File: src/rtl/ctt_pkg.sv
// Shared types, codes and constants of the configuration text tokenizer.
// Used by the step logic, the result buffer and the top level; no dependencies.
`default_nettype none

package ctt_pkg;

    localparam int LINE_BITS_DEF = 32;
    localparam int LEN_W         = 22;
    localparam int NUM_W         = 31;
    localparam int LINE_OUT_W    = 32;

    localparam logic [LEN_W-1:0] MAX_LEN_RESET = 22'h200000;

    localparam logic [7:0] CH_NL    = 8'h0A;
    localparam logic [7:0] CH_SPACE = 8'h20;
    localparam logic [7:0] CH_QUOTE = 8'h22;
    localparam logic [7:0] CH_HASH  = 8'h23;

    // Configuration register indexes
    localparam logic CFG_COMMENT_IS_TOKEN = 1'b0;
    localparam logic CFG_MAX_TOKEN_LENGTH = 1'b1;

    typedef enum logic [2:0] {
        KIND_PAYLOAD = 3'd0,
        KIND_CHAR    = 3'd1,
        KIND_STRING  = 3'd2,
        KIND_NUMBER  = 3'd3,
        KIND_COMMENT = 3'd4,
        KIND_EOF     = 3'd5,
        KIND_OVERRUN = 3'd6
    } t_kind;

    typedef enum logic [4:0] {
        MODE_SKIP    = 5'b00001,
        MODE_COMMENT = 5'b00010,
        MODE_QUOTED  = 5'b00100,
        MODE_RUN     = 5'b01000,
        MODE_DONE    = 5'b10000
    } t_mode;

    typedef struct packed {
        t_mode             mode;
        logic [LEN_W-1:0]  plen;
        logic [NUM_W-1:0]  acc;
        logic              nvalid;
        logic              is_num;
    } t_state;

    typedef struct packed {
        t_kind                 kind;
        logic [7:0]            byte_value;
        logic [NUM_W-1:0]      number_value;
        logic [LINE_OUT_W-1:0] line_number;
        logic [LEN_W-1:0]      token_length;
        logic                  last_of_run;
    } t_result;

    // Up to two results produced by one byte, in order
    typedef struct packed {
        logic [1:0] cnt;
        t_result    r0;
        t_result    r1;
    } t_res_pair;

    function automatic t_result mk_res(
        input t_kind                 kind,
        input logic [7:0]            bval,
        input logic [NUM_W-1:0]      num,
        input logic [LINE_OUT_W-1:0] line,
        input logic [LEN_W-1:0]      len
    );
        t_result r;
        r.kind         = kind;
        r.byte_value   = bval;
        r.number_value = num;
        r.line_number  = line;
        r.token_length = len;
        r.last_of_run  = 1'b0;
        return r;
    endfunction

    function automatic logic is_digit(input logic [7:0] c);
        return (c >= 8'h30) && (c <= 8'h39);
    endfunction

    function automatic logic is_alnum(input logic [7:0] c);
        return is_digit(c) || ((c >= 8'h41) && (c <= 8'h5A))
            || ((c >= 8'h61) && (c <= 8'h7A));
    endfunction

    function automatic logic is_space(input logic [7:0] c);
        return (c == CH_SPACE) || ((c >= 8'h09) && (c <= 8'h0D));
    endfunction

endpackage

`default_nettype wire

File: src/rtl/ctt_scan.sv
// Byte classifier of the tokenizer: sorts one text byte into the classes that
// the step logic tests. Depends on ctt_pkg.
`default_nettype none

module ctt_scan
    import ctt_pkg::*;
(
    input  logic [7:0] i_byte,
    output logic       o_nl,
    output logic       o_sp,
    output logic       o_hash,
    output logic       o_quote,
    output logic       o_dig,
    output logic       o_alnum
);

    assign o_nl    = (i_byte == CH_NL);
    assign o_sp    = is_space(i_byte);
    assign o_hash  = (i_byte == CH_HASH);
    assign o_quote = (i_byte == CH_QUOTE);
    assign o_dig   = is_digit(i_byte);
    assign o_alnum = is_alnum(i_byte);

endmodule

`default_nettype wire

File: src/rtl/ctt_step.sv
// Combinational step logic of the tokenizer: scanner state and one byte in,
// next state and up to two results out. Depends on ctt_pkg and ctt_scan.
`default_nettype none

module ctt_step
    import ctt_pkg::*;
#(
    parameter int LINE_BITS = LINE_BITS_DEF
) (
    input  t_state                 i_st,
    input  logic [LINE_BITS-1:0]   i_line,
    input  logic [7:0]             i_byte,
    input  logic                   i_last,
    input  logic                   i_cmt,
    input  logic [LEN_W-1:0]       i_max,
    output t_state                 o_st,
    output logic [LINE_BITS-1:0]   o_line,
    output t_res_pair              o_pair
);

    logic                 c_nl, c_sp, c_hash, c_quote, c_dig, c_alnum;
    logic                 ovf, max_zero;
    logic [LINE_BITS-1:0] line_inc;
    logic [34:0]          prod;
    t_result              run_end;
    t_state               st;
    logic [LINE_BITS-1:0] ln;
    logic                 has0, has1, do_skip, sk_has;
    t_result              res0, res1, sk_res;

    ctt_scan u_scan (
        .i_byte  (i_byte),
        .o_nl    (c_nl),
        .o_sp    (c_sp),
        .o_hash  (c_hash),
        .o_quote (c_quote),
        .o_dig   (c_dig),
        .o_alnum (c_alnum)
    );

    assign ovf      = (i_st.plen >= i_max);
    assign max_zero = (i_max == '0);
    assign line_inc = (i_line == '1) ? i_line : i_line + LINE_BITS'(1);

    // acc * 10 + digit, with room to see overflow past the 31-bit range
    assign prod = {1'b0, i_st.acc, 3'b000} + {3'b000, i_st.acc, 1'b0}
                + {31'd0, i_byte[3:0]};

    assign run_end = i_st.is_num
        ? mk_res(KIND_NUMBER, 8'd0, i_st.nvalid ? i_st.acc : '0,
                 LINE_OUT_W'(i_line), i_st.plen)
        : mk_res(KIND_STRING, 8'd0, '0, LINE_OUT_W'(i_line), i_st.plen);

    always_comb begin
        st      = i_st;
        ln      = i_line;
        has0    = 1'b0;
        has1    = 1'b0;
        res0    = '0;
        res1    = '0;
        do_skip = 1'b0;
        sk_has  = 1'b0;
        sk_res  = '0;

        if (i_st.mode == MODE_DONE) begin
            has0 = 1'b1;
            res0 = mk_res(KIND_EOF, 8'd0, '0, LINE_OUT_W'(ln), '0);
        end else if (i_last) begin
            if (i_st.mode == MODE_RUN) begin
                has0 = 1'b1;
                res0 = run_end;
            end else if (i_st.mode == MODE_QUOTED) begin
                has0 = 1'b1;
                res0 = mk_res(KIND_STRING, 8'd0, '0, LINE_OUT_W'(ln), i_st.plen);
            end
            if (has0) begin
                has1 = 1'b1;
                res1 = mk_res(KIND_EOF, 8'd0, '0, LINE_OUT_W'(ln), '0);
            end else begin
                has0 = 1'b1;
                res0 = mk_res(KIND_EOF, 8'd0, '0, LINE_OUT_W'(ln), '0);
            end
            st.mode = MODE_DONE;
            st.plen = '0;
        end else begin
            unique case (i_st.mode)
                MODE_COMMENT: begin
                    if (c_nl) begin
                        ln = line_inc;
                        if (i_cmt) begin
                            has0 = 1'b1;
                            res0 = mk_res(KIND_COMMENT, 8'd0, '0, LINE_OUT_W'(ln),
                                          i_st.plen);
                        end
                        st.mode = MODE_SKIP;
                        st.plen = '0;
                    end else if (i_cmt) begin
                        has0 = 1'b1;
                        if (ovf) begin
                            res0    = mk_res(KIND_OVERRUN, 8'd0, '0, LINE_OUT_W'(ln), '0);
                            st.mode = MODE_SKIP;
                            st.plen = '0;
                        end else begin
                            res0    = mk_res(KIND_PAYLOAD, i_byte, '0, LINE_OUT_W'(ln), '0);
                            st.plen = i_st.plen + LEN_W'(1);
                        end
                    end
                end
                MODE_QUOTED: begin
                    has0 = 1'b1;
                    if (c_quote) begin
                        res0    = mk_res(KIND_STRING, 8'd0, '0, LINE_OUT_W'(ln), i_st.plen);
                        st.mode = MODE_SKIP;
                        st.plen = '0;
                    end else if (ovf) begin
                        // the dropped byte is not counted, even a newline
                        res0    = mk_res(KIND_OVERRUN, 8'd0, '0, LINE_OUT_W'(ln), '0);
                        st.mode = MODE_SKIP;
                        st.plen = '0;
                    end else begin
                        res0    = mk_res(KIND_PAYLOAD, i_byte, '0, LINE_OUT_W'(ln), '0);
                        st.plen = i_st.plen + LEN_W'(1);
                        if (c_nl) begin
                            ln = line_inc;
                        end
                    end
                end
                MODE_RUN: begin
                    has0 = 1'b1;
                    if (c_alnum) begin
                        if (ovf) begin
                            res0    = mk_res(KIND_OVERRUN, 8'd0, '0, LINE_OUT_W'(ln), '0);
                            st.mode = MODE_SKIP;
                            st.plen = '0;
                        end else begin
                            res0    = mk_res(KIND_PAYLOAD, i_byte, '0, LINE_OUT_W'(ln), '0);
                            st.plen = i_st.plen + LEN_W'(1);
                            if (i_st.is_num && i_st.nvalid) begin
                                if (!c_dig || (|prod[34:31])) begin
                                    st.nvalid = 1'b0;
                                    st.acc    = '0;
                                end else begin
                                    st.acc = prod[30:0];
                                end
                            end
                        end
                    end else begin
                        // The run ends here and this byte is scanned afresh
                        res0    = run_end;
                        st.mode = MODE_SKIP;
                        st.plen = '0;
                        do_skip = 1'b1;
                    end
                end
                MODE_SKIP: begin
                    do_skip = 1'b1;
                end
                default: begin
                    do_skip = 1'b1;
                end
            endcase
        end

        // Payload length is always zero here, so overrun only when the limit is zero
        if (do_skip) begin
            if (c_nl) begin
                ln = line_inc;
            end else if (c_sp) begin
                sk_has = 1'b0;
            end else if (c_hash) begin
                st.mode = MODE_COMMENT;
                st.plen = '0;
                if (i_cmt) begin
                    sk_has = 1'b1;
                    if (max_zero) begin
                        sk_res  = mk_res(KIND_OVERRUN, 8'd0, '0, LINE_OUT_W'(ln), '0);
                        st.mode = MODE_SKIP;
                    end else begin
                        sk_res  = mk_res(KIND_PAYLOAD, i_byte, '0, LINE_OUT_W'(ln), '0);
                        st.plen = LEN_W'(1);
                    end
                end
            end else if (c_quote) begin
                st.mode = MODE_QUOTED;
                st.plen = '0;
            end else if (c_alnum) begin
                st.mode   = MODE_RUN;
                st.plen   = '0;
                st.is_num = c_dig;
                st.nvalid = 1'b1;
                st.acc    = '0;
                sk_has    = 1'b1;
                if (max_zero) begin
                    sk_res  = mk_res(KIND_OVERRUN, 8'd0, '0, LINE_OUT_W'(ln), '0);
                    st.mode = MODE_SKIP;
                end else begin
                    sk_res  = mk_res(KIND_PAYLOAD, i_byte, '0, LINE_OUT_W'(ln), '0);
                    st.plen = LEN_W'(1);
                    if (c_dig) begin
                        st.acc = {27'd0, i_byte[3:0]};
                    end
                end
            end else begin
                sk_has = 1'b1;
                sk_res = mk_res(KIND_CHAR, i_byte, '0, LINE_OUT_W'(ln), '0);
            end
            if (sk_has) begin
                if (has0) begin
                    has1 = 1'b1;
                    res1 = sk_res;
                end else begin
                    has0 = 1'b1;
                    res0 = sk_res;
                end
            end
        end

        if (has1) begin
            res1.last_of_run = 1'b1;
        end else if (has0) begin
            res0.last_of_run = 1'b1;
        end
    end

    assign o_st       = st;
    assign o_line     = ln;
    assign o_pair.cnt = {1'b0, has0} + {1'b0, has1};
    assign o_pair.r0  = res0;
    assign o_pair.r1  = res1;

endmodule

`default_nettype wire

File: config.mk
export PLATFORM = sky130hd
export DESIGN_NAME = ctt_step
export DESIGN_NICKNAME = d
export VERILOG_FILES = /design/src/rtl/ctt_pkg.sv /design/src/rtl/ctt_scan.sv /design/src/rtl/ctt_step.sv
export SDC_FILE = /design/constraint.sdc
export NUM_CORES = 1
export LEC_CHECK = 0
export ABC_AREA = 1
export ABC_CLOCK_PERIOD_IN_PS = 4400
export BUFFER_PORTS_ARGS = -buffer_cell sky130_fd_sc_hd__buf_4
export CORE_UTILIZATION = 45
export DETAILED_ROUTE_END_ITERATION = 8
export PLACE_DENSITY = 0.79
export SKIP_LAST_GASP = 1
export SLEW_MARGIN = 5
export SYNTH_ARGS = -nofsm -noshare
export SYNTH_HDL_FRONTEND = slang
export SYNTH_SLANG_ARGS = --single-unit
File: constraint.sdc
create_clock -name vclk -period 4.4
set_input_delay 0.88 -clock vclk [all_inputs]
set_output_delay 0.88 -clock vclk [all_outputs]
set_load 0.005 [all_outputs]
==> results_dict.tcl, run 1 <==
set metrics [dict create \
    drc 0 \
    n_clock_buffer 0 \
    crit_required_ns 3.52 \
    firstDrtPassIters 6 \
    synth-simple-area-share_pct 47.84 \
    dp.cells 2897 \
    fin_crit_ns 4.294 \
    syn_area_per_cell_um2 4.907 \
    max_slew_margin_pct 55.90 \
    cp_slowest_cell "o21ai_1" \
    cpMostUsedCell "nand2_1" \
    std_cell_rows 56 \
    pin_count 412 \
    grt_pass1_vias 14322 \
    yosysWarnings 0 \
    startpoint_type "input pin" \
    final_cells 2899 \
    dr_total_vias 16044 \
    synth_xor_area_share_pct 4.852 \
    synth_fa_ha_area_share_pct 10.25 \
    power_mw 1.615 \
    post_drt_wl_per_cell_um 17.62 \
    place_congestion 1.069 \
    grt_use_total_pct 38.88 \
    syn-instance-count 2244 \
    hold_viol 0 \
    grt_overflow 0 \
    slew_violations 0 \
    start_util_pct 46.35 \
    timing.fmax_ghz 0.2329 \
    cp_slowest_stage_delay_ns 0.32 \
    fill_cells 2495 \
    synth.area.mux_share_pct 0 \
    setup_viol 0 \
    grt_pass1_wl_mm 76.69 \
    status "completed" \
    diodes 0 \
    portBuffers 359 \
    grt_setup_unrepaired "true" \
    period_share_pct 97.60 \
    drt-vias-per-instance 5.534 \
    drive_above_1_share_pct 21.36 \
    hpwl_mm 41.25 \
    path_max_fanout 39 \
    regArea_um2 0 \
    synth_area_um2 11010 \
    p_leak_nw 8.318 \
    ant_nets 0 \
    min-delay-start "i_st[1]" \
    path_class "input pin to primary output" \
    drtIter0Drc 1785 \
    fin_nets 2795 \
    die_w_um 158.4 \
    synth_top_family_by_area "simple AND/OR/NAND/NOR gates" \
    die_h_um 158.4 \
    seq_cell_count 0 \
    crit_chain "buf_4 -> ha_1 -> nand2_1 -> inv_1 -> nand2_1 -> nand2_1 -> nand2_1 -> nand2_1 -> nor2_2 -> and2_1 -> nand3_1 -> nand2_1 -> nand2_1 -> buf_12 -> nand2_1 -> nand2_1 -> o21ai_1 -> inv_1 -> buf_4" \
    core_um2 23750 \
    arrival_ns 3.41 \
    worst_pin_slew_ns 0.6608 \
    grt_max_degree 46 \
    ctsHoldBuffers 0 \
    worstSetupEndpointType "primary output" \
    hold_end "o_st[1]" \
    routed_wl_mm 51.08 \
    dieArea_um2 25100 \
    irDropWorstVdd_uv 66.45 \
    yosysUniqueCellTypes 52 \
    synth-compound-area-share_pct 17.68 \
    worstHoldPathCells 4 \
    post-route-util_pct 60.52 \
    hold_class "input pin to primary output" \
    yosysSeqAreaShare_pct 0 \
    antenna_found_initial 0 \
    power_density_nw_per_um2 112.4 \
    drv_cap 0 \
    syn_to_final_growth_pct 30.56 \
]
report_power, final:
group / switching, mW / internal, mW / leakage, nW
Sequential: 0 / 0 / 0
Clock: 0 / 0 / 0
Combinational: 0.971 / 0.644 / 8.32
how the worst max path moves through the flow:
| stage | start | endpoint | slack, ns | depth (start not counted) |
|---|---|---|---|---|
| 2_1_floorplan | i_byte[3] | o_st[10] | 0.29 | 15 |
| 3_3_place_gp | i_byte[3] | o_st[9] | 0.006 | 22 |
| 3_5_place_dp | i_byte[3] | o_st[26] | -0.05 | 22 |
| 4_1_cts | i_st[4] | o_st[21] | 0.02 | 22 |
| 5_1_grt | i_st[46] | o_pair[54] | -0.05 | 17 |
| 6_report | i_st[50] | o_pair[151] | 0.11 | 19 |
Yosys cell counts (all sizes together), types with 45 or more instances:
master	n	area [um2]
a21oi	92	475.5
buf	100	659.4
clkbuf	62	232.7
ha	87	1089
inv	326	1224
nand2	799	3012
nand3	138	718.2
nand4	47	300.3
nor2	166	665.6
nor3	52	275.3
o21ai	213	1066
xor2	45	394.1
kinds of logic after synthesis:
logic type / count (synthesis)
buffers and inverters: 491
AO/OA/AOI/OAI: 359
XOR/XNOR: 61
other: 1
adder cells (fa/ha/maj): 89
AND/OR/NAND/NOR: 1243
critical path: cells and delay by family:
family          cells  cell delay [ns]
compound gates      1             0.32
fa+ha+maj           1             0.31
buf+inv             5             0.61
simple gates       12             1.25
timing repair:
item                       4_1_cts  5_1_grt
setup endpoints to repair        9       60
pin swaps                        2       15
buffers inserted                 0        2
resized for setup                5       75
cells in the final DEF (no fill, tap or decap), types with 5 or more instances in the layout:
master | netlist | final
a21oi_1 | 90 | 80
a21oi_2 | 1 | 11
a22oi_1 | 6 | 6
a31oi_1 | 7 | 7
buf_4 | 56 | 438
conb_1 | 1 | 53
ha_1 | 87 | 80
ha_2 | 0 | 6
inv_1 | 317 | 313
inv_2 | 9 | 11
nand2_1 | 796 | 772
nand2_2 | 2 | 24
nand3_1 | 134 | 129
nand3_2 | 3 | 7
nand4_1 | 46 | 46
nor2_1 | 157 | 149
nor2_2 | 5 | 11
nor2_4 | 4 | 6
nor3_1 | 49 | 46
nor3_2 | 3 | 5
nor3b_1 | 29 | 29
o211ai_1 | 10 | 10
o21ai_0 | 184 | 181
o21ai_1 | 29 | 31
o21bai_1 | 13 | 13
o22ai_1 | 6 | 6
xnor2_1 | 16 | 16
xor2_1 | 45 | 45
layout make-up:
cell class	instances	area, um2	area share (%)
tap	319	399.1	2.777
inverter	329	1245	8.660
multi-input combinational	1805	9310	64.77
timing repair buffer	446	3421	23.80
per-layer routing:
layer	GRT usage, %	up-vias	wire length (um)
met3	3.919	171	4578
met4	17.67	0	2507
met1	49.36	7138	20390
met5	0	-	0
li1	-	7726	-
met2	65.91	1009	23600
metrics by stage:
step / hold slack, ns / TNS (ns) / setup slack [ns] / instance area, um2
final: 2.046 / 0 / 0.1057 / 14380
after global routing: 2.081 / -0.1833 / -0.05199 / 14380
after CTS: 2.043 / 0 / 0.01740 / 14120
after detailed placement: 2.039 / -0.2930 / -0.05039 / 14110
after global placement: 2.044 / 0 / 0.006121 / 14110
after floorplan: 1.840 / 0 / 0.2900 / 11210
No activity file was read; power rests on OpenSTA's default activity.
==> run 2, diff against run 1 <==
MAX_ROUTING_LAYER = met4   (was not set)
==> run 2 against run 1 <==
  * Via count is 2.1% higher
  * Routed wire length is 2.9% higher
  * Count of clock-buffer cells in the layout stayed put
  * Final cell count is 0.38% higher
  * Maximum frequency is 1.2% lower
  * Worst hold slack better by 0.0081 ns
  * Global-route usage is 2.1 points higher
  * Die area stayed put
  * Largest cell class unchanged
  * Non-clock buffer count is 10 higher
  * Total power is 2.3% higher
  * Utilization is 0.63 points higher
  * Sequential cell count stayed put
==> results_dict.tcl, run 2 (synthesized netlist as in run 1, its figures left out) <==
set metrics [dict create \
    status "completed" \
    p_leak_nw 8.388 \
    place_congestion 1.057 \
    grt_pass1_vias 14670 \
    crit_family "simple AND/OR/NAND/NOR gates" \
    hold_end "o_pair[98]" \
    timing.fmax_ghz 0.2301 \
    path_max_fanout 8 \
    cpMostUsedCell "nand2_2" \
    worst_pin_slew_ns 0.6606 \
    syn_to_final_growth_pct 31.91 \
    setup_slack_ns 0.05363 \
    power_mw 1.653 \
    die_w_um 158.4 \
    start_util_pct 46.35 \
    grt_use_total_pct 41.00 \
    power_density_nw_per_um2 113.8 \
    grt_pass1_wl_mm 78.44 \
    hold_viol 0 \
    crit_required_ns 3.52 \
    final_cells 2910 \
    grt_max_degree 48 \
    layout_commonest_cell "nand2_1" \
    fin_crit_ns 4.346 \
    crit_buf_inv 6 \
    cp_slowest_stage_delay_ns 0.57 \
    grt_overflow 0 \
    pin_count 412 \
    fill_cells 2347 \
    path_class "input pin to primary output" \
    n_clock_buffer 0 \
    drtIter0Drc 1879 \
    fin_nets 2805 \
    max_slew_margin_pct 55.91 \
    use_met1_pct 49.91 \
    drv_cap 0 \
    layout_common_cells "nand2_1 (771), buf_4 (447), inv_1 (315)" \
    cp_slowest_cell "fa_1" \
    std_cell_rows 56 \
    min-delay-start "i_st[33]" \
    startpoint_type "input pin" \
    period_share_pct 98.78 \
    ant_nets 0 \
    post_drt_wl_per_cell_um 18.07 \
    portBuffers 359 \
    arrival_ns 3.47 \
    ctsHoldBuffers 0 \
    drt-vias-per-instance 5.626 \
    grt.busiest_layer "met2" \
    hpwl_mm 42.16 \
    setup_viol 0 \
    firstDrtPassIters 6 \
    slew_violations 0 \
    timing.hold.ws_ns 2.054 \
    antenna_found_initial 1 \
    irDropWorstVdd_uv 56.38 \
    dp.cells 2905 \
    drive_above_1_share_pct 21.81 \
    die_h_um 158.4 \
    worstHoldPathCells 4 \
    core_um2 23750 \
    routed_wl_mm 52.58 \
    worstSetupEndpointType "primary output" \
    grtUsageMet2_pct 66.73 \
    dieArea_um2 25100 \
    dr_total_vias 16373 \
    crit_chain "buf_6 -> inv_4 -> fa_1 -> inv_1 -> ha_1 -> nand2_1 -> nand2_2 -> nand3_2 -> nand2_2 -> nand2_2 -> nand2_4 -> nand2_4 -> nand2_2 -> nand2_2 -> nand3_2 -> nor2_2 -> nand2_1 -> inv_2 -> buf_6 -> nand2_1 -> a21oi_1 -> buf_4" \
    regArea_um2 0 \
    dp_slack_ns -0.01659 \
    drc 0 \
    hold_class "input pin to primary output" \
    gr-usage-met3_pct 5.988 \
    seq_cell_count 0 \
]
run 2: per-stage QoR:
step                utilization, %  instance area, um2  setup TNS (ns)
detailed placement           59.77               14200        -0.03185
global route                 61.15               14520         -0.8662
CTS                          59.79               14200               0
finish                       61.15               14520               0
floorplan                        -               11210               0
global placement             59.77               14200               0
run 2: worst max path at each step:
| stage | cells after the start | slack (ns) | to | startpoint |
|---|---|---|---|---|
| 2_1_floorplan | 15 | 0.29 | o_st[10] | i_byte[3] |
| 3_3_place_gp | 22 | 0.02 | o_st[9] | i_byte[3] |
| 3_5_place_dp | 22 | -0.02 | o_st[15] | i_byte[3] |
| 4_1_cts | 21 | 0.006 | o_st[15] | i_st[4] |
| 5_1_grt | 22 | -0.10 | o_st[14] | i_st[4] |
| 6_report | 22 | 0.05 | o_st[17] | i_st[4] |
run 2: layout make-up:
class / instances / area [um2] / area share (%)
inverters: 329 / 1247 / 8.589
repair buffers: 456 / 3523 / 24.26
well taps: 319 / 399.1 / 2.748
multi-input cells: 1805 / 9351 / 64.39
diodes: 1 / 2.502 / 0.01723
run 2: report_power, final:
group          internal [mW]  switching, mW    total (mW)
logic                  0.665          0.988          1.65
clock network   0.0000000248              0  0.0000000248
registers                  0              0             0
run 2: timing repair:
action	4_1_cts	5_1_grt
cloned	0	1
buffers inserted	0	3
pin swaps	0	19
setup endpoints to repair	8	66
resized for setup	3	77
run 2: routing by layer:
metal | wire, um | part of all wire (%)
met2 | 24230 | 46
met1 | 20670 | 39
met4 | 2446 | 4.7
met5 | 0 | 0
met3 | 5234 | 10
